File: src/design/ectp_pkg.sv
`timescale 1ns / 1ps
package ectp_pkg;

  localparam int unsigned FracBits = 16;
  localparam int unsigned DvdW     = 32 + FracBits;
  localparam int unsigned CntW     = $clog2(DvdW + 1);
  localparam int unsigned QDepth   = 4;
  localparam int unsigned QAw      = $clog2(QDepth);

  typedef struct packed {
    logic        jack_present;
    logic        jack_level;
    logic        bus_level;
    logic [31:0] timestamp;
  } in_word_t;

  typedef struct packed {
    logic [31:0] smoothed_period;
    logic        external_active;
    logic        waiting_flag;
    logic [7:0]  wait_progress;
    logic        resync_pulse;
    logic        recalc_pulse;
  } out_word_t;

  typedef enum logic [1:0] {
    CMD_HOLD,
    CMD_FIRST,
    CMD_EDGE,
    CMD_LOW
  } cmd_e;

  typedef struct packed {
    cmd_e        cmd;
    logic [31:0] interval;
  } cmd_t;

  typedef enum logic [1:0] {
    REG_ALLOW_BUS = 2'd0,
    REG_CYCLES    = 2'd1,
    REG_MIN       = 2'd2
  } reg_e;

  typedef struct packed {
    logic        allow_bus;
    logic [31:0] cycles_per_tick;
    logic [31:0] min_period;
  } cfg_t;

endpackage

File: src/design/ectp_front.sv
`timescale 1ns / 1ps
module ectp_front (
  input  logic               clk_i,
  input  logic               rst_ni,
  input  logic               push,
  input  ectp_pkg::in_word_t in_word_i,
  input  ectp_pkg::cfg_t     cfg_i,
  input  logic               q_full_i,
  output logic               cmd_valid_o,
  output ectp_pkg::cmd_t     cmd_o
);

  logic        level_high_q, edge_seen_q;
  logic [31:0] last_q;
  logic        level, rising, accept;

  assign accept = push && !q_full_i;
  assign level  = in_word_i.jack_present ? in_word_i.jack_level
                                         : (cfg_i.allow_bus && in_word_i.bus_level);
  assign rising = level && !level_high_q;

  always_comb begin
    cmd_o.interval = in_word_i.timestamp - last_q;
    if (rising) begin
      cmd_o.cmd = edge_seen_q ? ectp_pkg::CMD_EDGE : ectp_pkg::CMD_FIRST;
    end else if (!level) begin
      cmd_o.cmd = ectp_pkg::CMD_LOW;
    end else begin
      cmd_o.cmd = ectp_pkg::CMD_HOLD;
    end
  end

  assign cmd_valid_o = accept;

  always_ff @(posedge clk_i or negedge rst_ni) begin
    if (!rst_ni) begin
      level_high_q <= 1'b0;
      edge_seen_q  <= 1'b0;
      last_q       <= '0;
    end else if (accept) begin
      level_high_q <= level;
      if (rising) begin
        edge_seen_q <= 1'b1;
        last_q      <= in_word_i.timestamp;
      end
    end
  end

endmodule

File: src/design/ectp_fifo.sv
`timescale 1ns / 1ps
module ectp_fifo (
  input  logic           clk_i,
  input  logic           rst_ni,
  input  logic           wr_i,
  input  ectp_pkg::cmd_t wdata_i,
  input  logic           rd_i,
  output ectp_pkg::cmd_t rdata_o,
  output logic           full_o,
  output logic           empty_o
);

  ectp_pkg::cmd_t              mem_q [ectp_pkg::QDepth];
  logic [ectp_pkg::QAw-1:0]    wp_q, rp_q;
  logic [ectp_pkg::QAw:0]      cnt_q;

  assign full_o  = (cnt_q == (ectp_pkg::QAw+1)'(ectp_pkg::QDepth));
  assign empty_o = (cnt_q == '0);
  assign rdata_o = mem_q[rp_q];

  always_ff @(posedge clk_i) begin
    if (wr_i) begin
      mem_q[wp_q] <= wdata_i;
    end
  end

  always_ff @(posedge clk_i or negedge rst_ni) begin
    if (!rst_ni) begin
      wp_q  <= '0;
      rp_q  <= '0;
      cnt_q <= '0;
    end else begin
      if (wr_i) begin
        wp_q <= wp_q + 1'b1;
      end
      if (rd_i) begin
        rp_q <= rp_q + 1'b1;
      end
      case ({wr_i, rd_i})
        2'b10:   cnt_q <= cnt_q + 1'b1;
        2'b01:   cnt_q <= cnt_q - 1'b1;
        default: cnt_q <= cnt_q;
      endcase
    end
  end

endmodule

File: src/design/ectp_back.sv
`timescale 1ns / 1ps
module ectp_back (
  input  logic                clk_i,
  input  logic                rst_ni,
  input  ectp_pkg::cfg_t      cfg_i,
  input  logic                q_empty_i,
  input  ectp_pkg::cmd_t      q_data_i,
  output logic                q_rd_o,
  input  logic                pop,
  output logic                empty,
  output ectp_pkg::out_word_t out_word_o
);

  localparam int unsigned DvdW = ectp_pkg::DvdW;
  localparam int unsigned CntW = ectp_pkg::CntW;
  localparam int unsigned Frac = ectp_pkg::FracBits;

  typedef enum logic [2:0] {
    S_IDLE, S_DIV, S_POST, S_DBL, S_UPD, S_PROG, S_PFIN, S_OUT
  } state_e;

  state_e              state_q;
  ectp_pkg::cmd_e      cmd_q;
  logic [31:0]         period_q, tp_q, rem_q;
  logic                ext_q, wait_q, resync_q, recalc_q, out_valid_q;
  logic [7:0]          prog_q;
  logic [DvdW-1:0]     quo_q;
  logic [CntW-1:0]     cnt_q;
  logic [33:0]         pr_q;
  logic [8:0]          pb_q;
  ectp_pkg::out_word_t out_q;

  logic [31:0]     dsr;
  logic [32:0]     r_sh, twice;
  logic            ge, pbit;
  logic [31:0]     tp_sat, diff;
  logic [DvdW-1:0] elapsed;
  logic [38:0]     diff100;
  logic [34:0]     blend;

  assign dsr     = (cfg_i.cycles_per_tick == '0) ? 32'd1 : cfg_i.cycles_per_tick;
  assign r_sh    = {rem_q, quo_q[DvdW-1]};
  assign ge      = r_sh >= {1'b0, dsr};
  assign twice   = {period_q, 1'b0};
  assign pbit    = pr_q >= 34'(twice);
  assign tp_sat  = (|quo_q[DvdW-1:32]) ? '1 : quo_q[31:0];
  assign elapsed = {quo_q[31:0], {Frac{1'b0}}};
  assign diff    = (tp_q > period_q) ? tp_q - period_q : period_q - tp_q;
  assign diff100 = (39'(diff) << 6) + (39'(diff) << 5) + (39'(diff) << 2);
  assign blend   = (35'(period_q) << 3) - 35'(period_q) + 35'(tp_q);

  assign q_rd_o     = (state_q == S_IDLE) && !q_empty_i;
  assign empty      = !out_valid_q;
  assign out_word_o = out_q;

  always_ff @(posedge clk_i or negedge rst_ni) begin
    if (!rst_ni) begin
      state_q     <= S_IDLE;
      cmd_q       <= ectp_pkg::CMD_HOLD;
      period_q    <= '0;
      ext_q       <= 1'b0;
      wait_q      <= 1'b0;
      prog_q      <= '0;
      resync_q    <= 1'b0;
      recalc_q    <= 1'b0;
      out_valid_q <= 1'b0;
      cnt_q       <= '0;
      tp_q        <= '0;
      rem_q       <= '0;
      quo_q       <= '0;
      pr_q        <= '0;
      pb_q        <= '0;
      out_q       <= '0;
    end else begin
      if (pop && out_valid_q && (state_q != S_OUT)) begin
        out_valid_q <= 1'b0;
      end
      case (state_q)
        S_IDLE: begin
          if (!q_empty_i) begin
            cmd_q    <= q_data_i.cmd;
            resync_q <= 1'b0;
            recalc_q <= 1'b0;
            rem_q    <= '0;
            cnt_q    <= '0;
            if (q_data_i.cmd == ectp_pkg::CMD_FIRST || q_data_i.cmd == ectp_pkg::CMD_EDGE) begin
              wait_q <= 1'b0;
            end
            if (q_data_i.cmd == ectp_pkg::CMD_EDGE) begin
              quo_q   <= {q_data_i.interval, {Frac{1'b0}}};
              state_q <= S_DIV;
            end else if (q_data_i.cmd == ectp_pkg::CMD_LOW) begin
              quo_q   <= {{Frac{1'b0}}, q_data_i.interval};
              state_q <= S_DIV;
            end else begin
              state_q <= S_OUT;
            end
          end
        end
        S_DIV: begin
          rem_q <= ge ? 32'(r_sh - {1'b0, dsr}) : r_sh[31:0];
          quo_q <= {quo_q[DvdW-2:0], ge};
          cnt_q <= cnt_q + 1'b1;
          if (cnt_q == CntW'(DvdW - 1)) begin
            state_q <= S_POST;
          end
        end
        S_POST: begin
          cnt_q <= '0;
          pb_q  <= '0;
          if (cmd_q == ectp_pkg::CMD_EDGE) begin
            tp_q    <= tp_sat;
            state_q <= (tp_sat == '0) ? S_OUT : S_DBL;
          end else if (elapsed > DvdW'(twice)) begin
            ext_q   <= 1'b0;
            wait_q  <= 1'b0;
            prog_q  <= '0;
            state_q <= S_OUT;
          end else if (elapsed > DvdW'(period_q) && ext_q) begin
            pr_q    <= 34'(elapsed);
            state_q <= S_PROG;
          end else begin
            state_q <= S_OUT;
          end
        end
        S_DBL: begin
          if (tp_q < cfg_i.min_period) begin
            tp_q <= tp_q[31] ? '1 : {tp_q[30:0], 1'b0};
          end else begin
            state_q <= S_UPD;
          end
        end
        S_UPD: begin
          if (diff != '0) begin
            resync_q <= (period_q == '0) || (diff100 > 39'(period_q));
            period_q <= (period_q == '0) ? tp_q : blend[34:3];
            recalc_q <= 1'b1;
          end
          ext_q   <= 1'b1;
          state_q <= S_OUT;
        end
        S_PROG: begin
          pb_q  <= {pb_q[7:0], pbit};
          pr_q  <= (pr_q - (pbit ? 34'(twice) : 34'd0)) << 1;
          cnt_q <= cnt_q + 1'b1;
          if (cnt_q == CntW'(8)) begin
            state_q <= S_PFIN;
          end
        end
        S_PFIN: begin
          wait_q  <= 1'b1;
          prog_q  <= pb_q[8] ? 8'hFF : pb_q[7:0];
          state_q <= S_OUT;
        end
        S_OUT: begin
          if (!out_valid_q || pop) begin
            out_q.smoothed_period <= period_q;
            out_q.external_active <= ext_q;
            out_q.waiting_flag    <= wait_q;
            out_q.wait_progress   <= prog_q;
            out_q.resync_pulse    <= resync_q;
            out_q.recalc_pulse    <= recalc_q;
            out_valid_q           <= 1'b1;
            state_q               <= S_IDLE;
          end
        end
        default: state_q <= S_IDLE;
      endcase
    end
  end

  a_dbl_nonzero: assert property (@(posedge clk_i) disable iff (!rst_ni)
    state_q == S_DBL |-> tp_q != '0) else $error("doubling a zero period");

  a_resync_recalc: assert property (@(posedge clk_i) disable iff (!rst_ni)
    out_valid_q && out_q.resync_pulse |-> out_q.recalc_pulse)
    else $error("resync without recalc");

  a_prog_bound: assert property (@(posedge clk_i) disable iff (!rst_ni)
    state_q == S_PROG |-> (pr_q >> 1) <= 34'(twice))
    else $error("progress remainder out of range");

endmodule

File: src/design/ext_clock_period_tracker_core.sv
`timescale 1ns / 1ps
// Follows an external clock (jack, or bus line when allowed) and keeps a smoothed
// Q16.16 period in ticks, with timeout, waiting and progress status. Each word
// pushed gives one result word. An accepted word is registered into a 4-word
// queue. From its head a held or first-edge sample goes straight to the output
// state; an edge or low sample runs a 48-bit bit-serial divider, then, if nonzero,
// doubling up to the minimum period (edge) or, when overdue, 9 progress-division
// steps and a closing state (low). A result left unpopped holds the arithmetic
// while the queue keeps taking words until it is full.
module ext_clock_period_tracker_core (
  input  logic                clk_i,
  input  logic                rst_ni,
  input  logic                push,
  output logic                full,
  input  ectp_pkg::in_word_t  in_word_i,
  output logic                empty,
  input  logic                pop,
  output ectp_pkg::out_word_t out_word_o,
  input  logic                cfg_valid_i,
  output logic                cfg_ready_o,
  input  logic [1:0]          cfg_index_i,
  input  logic [31:0]         cfg_data_i
);

  ectp_pkg::cfg_t cfg_q;
  ectp_pkg::cmd_t cmd_w, cmd_r;
  logic           cmd_wr, q_rd, q_full, q_empty;

  assign cfg_ready_o = 1'b1;
  assign full        = q_full;

  always_ff @(posedge clk_i or negedge rst_ni) begin
    if (!rst_ni) begin
      cfg_q.allow_bus       <= 1'b0;
      cfg_q.cycles_per_tick <= 32'd27000;
      cfg_q.min_period      <= 32'd65536;
    end else if (cfg_valid_i) begin
      case (cfg_index_i)
        ectp_pkg::REG_ALLOW_BUS: cfg_q.allow_bus       <= cfg_data_i[0];
        ectp_pkg::REG_CYCLES:    cfg_q.cycles_per_tick <= cfg_data_i;
        ectp_pkg::REG_MIN:       cfg_q.min_period      <= cfg_data_i;
        default:                 cfg_q                 <= cfg_q;
      endcase
    end
  end

  ectp_front u_front (
    .clk_i       (clk_i),
    .rst_ni      (rst_ni),
    .push        (push),
    .in_word_i   (in_word_i),
    .cfg_i       (cfg_q),
    .q_full_i    (q_full),
    .cmd_valid_o (cmd_wr),
    .cmd_o       (cmd_w)
  );

  ectp_fifo u_fifo (
    .clk_i   (clk_i),
    .rst_ni  (rst_ni),
    .wr_i    (cmd_wr),
    .wdata_i (cmd_w),
    .rd_i    (q_rd),
    .rdata_o (cmd_r),
    .full_o  (q_full),
    .empty_o (q_empty)
  );

  ectp_back u_back (
    .clk_i      (clk_i),
    .rst_ni     (rst_ni),
    .cfg_i      (cfg_q),
    .q_empty_i  (q_empty),
    .q_data_i   (cmd_r),
    .q_rd_o     (q_rd),
    .pop        (pop),
    .empty      (empty),
    .out_word_o (out_word_o)
  );

endmodule

File: config.mk
export PLATFORM = sky130hd
export DESIGN_NAME = ext_clock_period_tracker_core
export DESIGN_NICKNAME = d
export VERILOG_FILES = /design/src/design/ectp_pkg.sv /design/src/design/ectp_front.sv /design/src/design/ectp_fifo.sv /design/src/design/ectp_back.sv /design/src/design/ext_clock_period_tracker_core.sv
export SDC_FILE = /design/constraint.sdc
export NUM_CORES = 2
export LEC_CHECK = 0
export BUFFER_PORTS_ARGS = -buffer_cell sky130_fd_sc_hd__buf_2
export CAP_MARGIN = 20
export CELL_PAD_IN_SITES_DETAIL_PLACEMENT = 1
export CELL_PAD_IN_SITES_GLOBAL_PLACEMENT = 2
export CORE_ASPECT_RATIO = 0.7
export CORE_MARGIN = 2
export CORE_UTILIZATION = 40
export DETAILED_ROUTE_END_ITERATION = 7
export GPL_TIMING_DRIVEN = 0
export PLACE_DENSITY = 0.83
export SLEW_MARGIN = 25
export SYNTH_ARGS = -nofsm -noshare
export SYNTH_HDL_FRONTEND = slang
export SYNTH_HIERARCHICAL = 1
export SYNTH_SLANG_ARGS = --single-unit
File: constraint.sdc
create_clock -name clk_i -period 23.6 [get_ports clk_i]
set_clock_uncertainty 0.2 [all_clocks]
set_input_delay 0 -clock clk_i [delete_from_list [all_inputs] [get_ports clk_i]]
set_output_delay 0 -clock clk_i [all_outputs]
set_load 0.005 [all_outputs]
==> flow_metrics.py <==
metrics = {
    "clock_tree": {
        "cts.sink_count": 495,
        "htreeDepth": 2,
        "cts-root-buf": "clkbuf_16",
        "cts_setup_buffers": 0,
        "cts_tree": "built",
        "post_cts_resized": 0,
        "clock_latency_ps": 680,
        "path_clk_slew_ps": 60,
        "clock_path_buffers": 3,
        "cts_buffers": 54,
    },
    "run": {
        "cap_violations": 0,
    },
    "global_route": {
        "antenna_found_initial": 1,
        "grt_pass1_wl_um": 199000,
        "grt_pass1_vias": 32077,
        "overflow": 0,
        "grt_max_degree": 84,
        "grt.total_usage": 0.271,
    },
    "timing": {
        "grt_setup_unrepaired": "no",
        "fin_ws_ps": 12830,
        "tightest_slew_ps": 1140,
        "timing.hold.ws_ps": 16.0,
        "setup_viol": 0,
        "finalHoldViolCount": 0,
        "relSlewSlack": 0.240,
        "clock.fmax_ghz": 0.0929,
        "period_minus_slack_ps": 10770,
        "finalSetupTns_ps": 0,
        "finalMaxSlewViolations": 0,
        "post-route-period-util": 0.456,
    },
    "logic_synthesis": {
        "synthDistinctLibCells": 115,
        "ys.flop_type": "dfrtp_1",
        "synth.net_count": 4299,
        "async_flop_share": 0.725,
        "syn_avg_cell_area_um2": 9.75,
        "yosys_warnings": 6,
        "syn_area_mm2": 0.0369,
        "ys_seq_elements": 495,
        "synth-edff-count": 136,
        "syn_inst": 3789,
        "synth_top_cell_area_share": 0.237,
        "yosys-top-cells-area": "dfrtp_1 24%, ha_1 13%, edfxtp_1 11%, a21oi_1 3.8%, o21ai_0 3.6%",
        "synth_top_cell_by_area": "dfrtp_1",
        "ys_seq_area_frac": 0.354,
    },
    "critical_path": {
        "cp.buffers_inverters": 4,
        "cp-end-kind": "flip-flop",
        "cp_slowest_cell": "dfrtp_1",
        "cpMostUsedCell": "a21oi_1",
        "path_max_fanout": 10,
        "critPathArrivalTime_ps": 11080,
        "path_class": "flip-flop to flip-flop",
        "crit_required_ps": 23910,
        "start_kind": "flip-flop",
        "critPathMaxStageDelay_ps": 690,
        "critical_path.top_delay_family": "compound AO/OA/AOI/OAI gates",
    },
    "placement": {
        "detailed_place.area_mm2": 0.0393,
        "hpwl_um": 98800,
        "dp_slack_ps": 12920,
        "place_congestion": 0.934,
        "portBuffers": 119,
    },
    "detailed_routing": {
        "drc_errors": 0,
        "drt-initial-drc-count": 2419,
        "wl_per_cell_um": 23.8,
        "ant_nets": 0,
        "wl_um": 129000,
        "viasPerCell": 5.81,
        "dr.pass1.iters": 5,
        "vias": 31549,
    },
    "floorplan": {
        "fp.dieH_um": 258,
        "start_util": 0.403,
        "num_io_pins": 121,
        "die_area_mm2": 0.0948,
        "die_w_um": 367,
        "core_area_mm2": 0.0917,
        "placementRows": 93,
    },
    "worst_hold_path": {
        "min_path_type": "input port to flip-flop",
    },
    "finish": {
        "fin_nets": 4658,
        "drive_gt1_frac": 0.120,
        "layout_common_cells": "377 x ha_1, 350 x dfrtp_1, 319 x inv_1",
        "area_delta_synth_final_pct": 16.2,
        "design_area_mm2": 0.0429,
        "layout_commonest_cell": "ha_1",
    },
    "status": {
        "status": "finished clean",
    },
}
==> cell type report <==
type,instances,area [µm²]
antenna,2,5.00
buffer,149,801
clock buffer,80,1540
clock inverter,22,308
fill,10486,48800
inverter,321,1200
multi-input combinational,2824,21900
sequential,495,13100
tap,1235,1550
timing repair buffer,303,2570
==> cell families (layout without fill, tap and decap cells) <==
group,Yosys count,after routing,synth area share
adder cells (fa/ha/maj),436,436,0.160
AND/OR/NAND/NOR,923,923,0.124
AO/OA/AOI/OAI,1029,1029,0.174
other,1,3,0.000102
XOR/XNOR,182,182,0.0436
multiplexers,253,253,0.0898
buffers and inverters,470,875,0.0543
flip-flops,495,495,0.354
==> final timing paths <==
| kind | startpoint | end | slack [ps] | depth (start not counted) |
|---|---|---|---|---|
| max | u_back/period_q[23] | u_back/resync_q | 12830 | 34 |
| min | cfg_data_i[17] | cfg_q[17] | 20 | 3 |
| max reg2reg | u_back/period_q[23] | u_back/resync_q | 12830 | 34 |
| min reg2reg | u_back/out_word_o[32] | u_back/out_word_o[32] | 290 | 1 |
| max in group asynchronous | rst_ni | cfg_q[36] | 22000 | 5 |
| min in group asynchronous | rst_ni | u_front/last_q[17] | 280 | 4 |
==> Yosys cell counts, types with 33 or more instances <==
| library cell | count |
|---|---|
| edfxtp_1 | 136 |
| clkbuf_1 | 87 |
| a21oi_1 | 283 |
| o21bai_1 | 45 |
| inv_1 | 319 |
| nand3_1 | 103 |
| nand4_1 | 67 |
| a31oi_1 | 37 |
| dfrtp_1 | 350 |
| mux2_4 | 42 |
| mux2i_1 | 85 |
| buf_2 | 35 |
| a21o_1 | 113 |
| o21ai_0 | 267 |
| nor3_1 | 55 |
| nand2_1 | 305 |
| fa_1 | 59 |
| mux2_2 | 83 |
| nor2_1 | 176 |
| xor2_1 | 64 |
| nor4_1 | 33 |
| xnor2_1 | 116 |
| o22ai_1 | 44 |
| ha_1 | 377 |
==> worst reg2reg max path: cells and delay by family (launching register included) <==
family | cells | cell delay [ps]
fa+ha+maj | 4 | 1620
mux | 1 | 110
flops | 1 | 690
buf+inv | 4 | 1430
compound gates | 13 | 3520
simple gates | 10 | 2450
xor+xnor | 2 | 560
==> per-layer routing <==
metal,vias to the layer above,global-route usage,part of all wire
li1,14440,-,-
met1,16076,0.431,0.51
met5,-,0,0
met2,899,0.382,0.40
met3,134,0.0383,0.065
met4,0,0.0583,0.020
==> repair_timing <==
item                       4_1_cts  5_1_grt
hold endpoints to repair       487        0
setup endpoints to repair        0        0
hold buffers                   174        0
==> state kept, by name, indices dropped and copies added, names as in the netlist, 2 cells and up <==
name               cells
u_fifo/mem_q         136
cfg_q                 65
u_back/quo_q          48
u_back/out_word_o     44
u_back/period_q       32
u_back/pr_q           32
u_back/rem_q          32
u_back/tp_q           32
u_front/last_q        32
u_back/pb_q            9
u_back/prog_q          8
u_back/cnt_q           6
u_back/state_q         3
u_fifo/cnt_q           3
u_back/cmd_q           2
u_fifo/rp_q            2
u_fifo/wp_q            2
==> through the flow <==
step	util	cells
5_1_grt	0.468	5429
3_3_place_gp	0.426	5143
3_5_place_dp	0.429	5153
6_report	0.468	5431
4_1_cts	0.468	5429
2_1_floorplan	-	3789
Power is not shown: default switching activity piles up to over one toggle a cycle in this logic, so the estimate is an artifact.
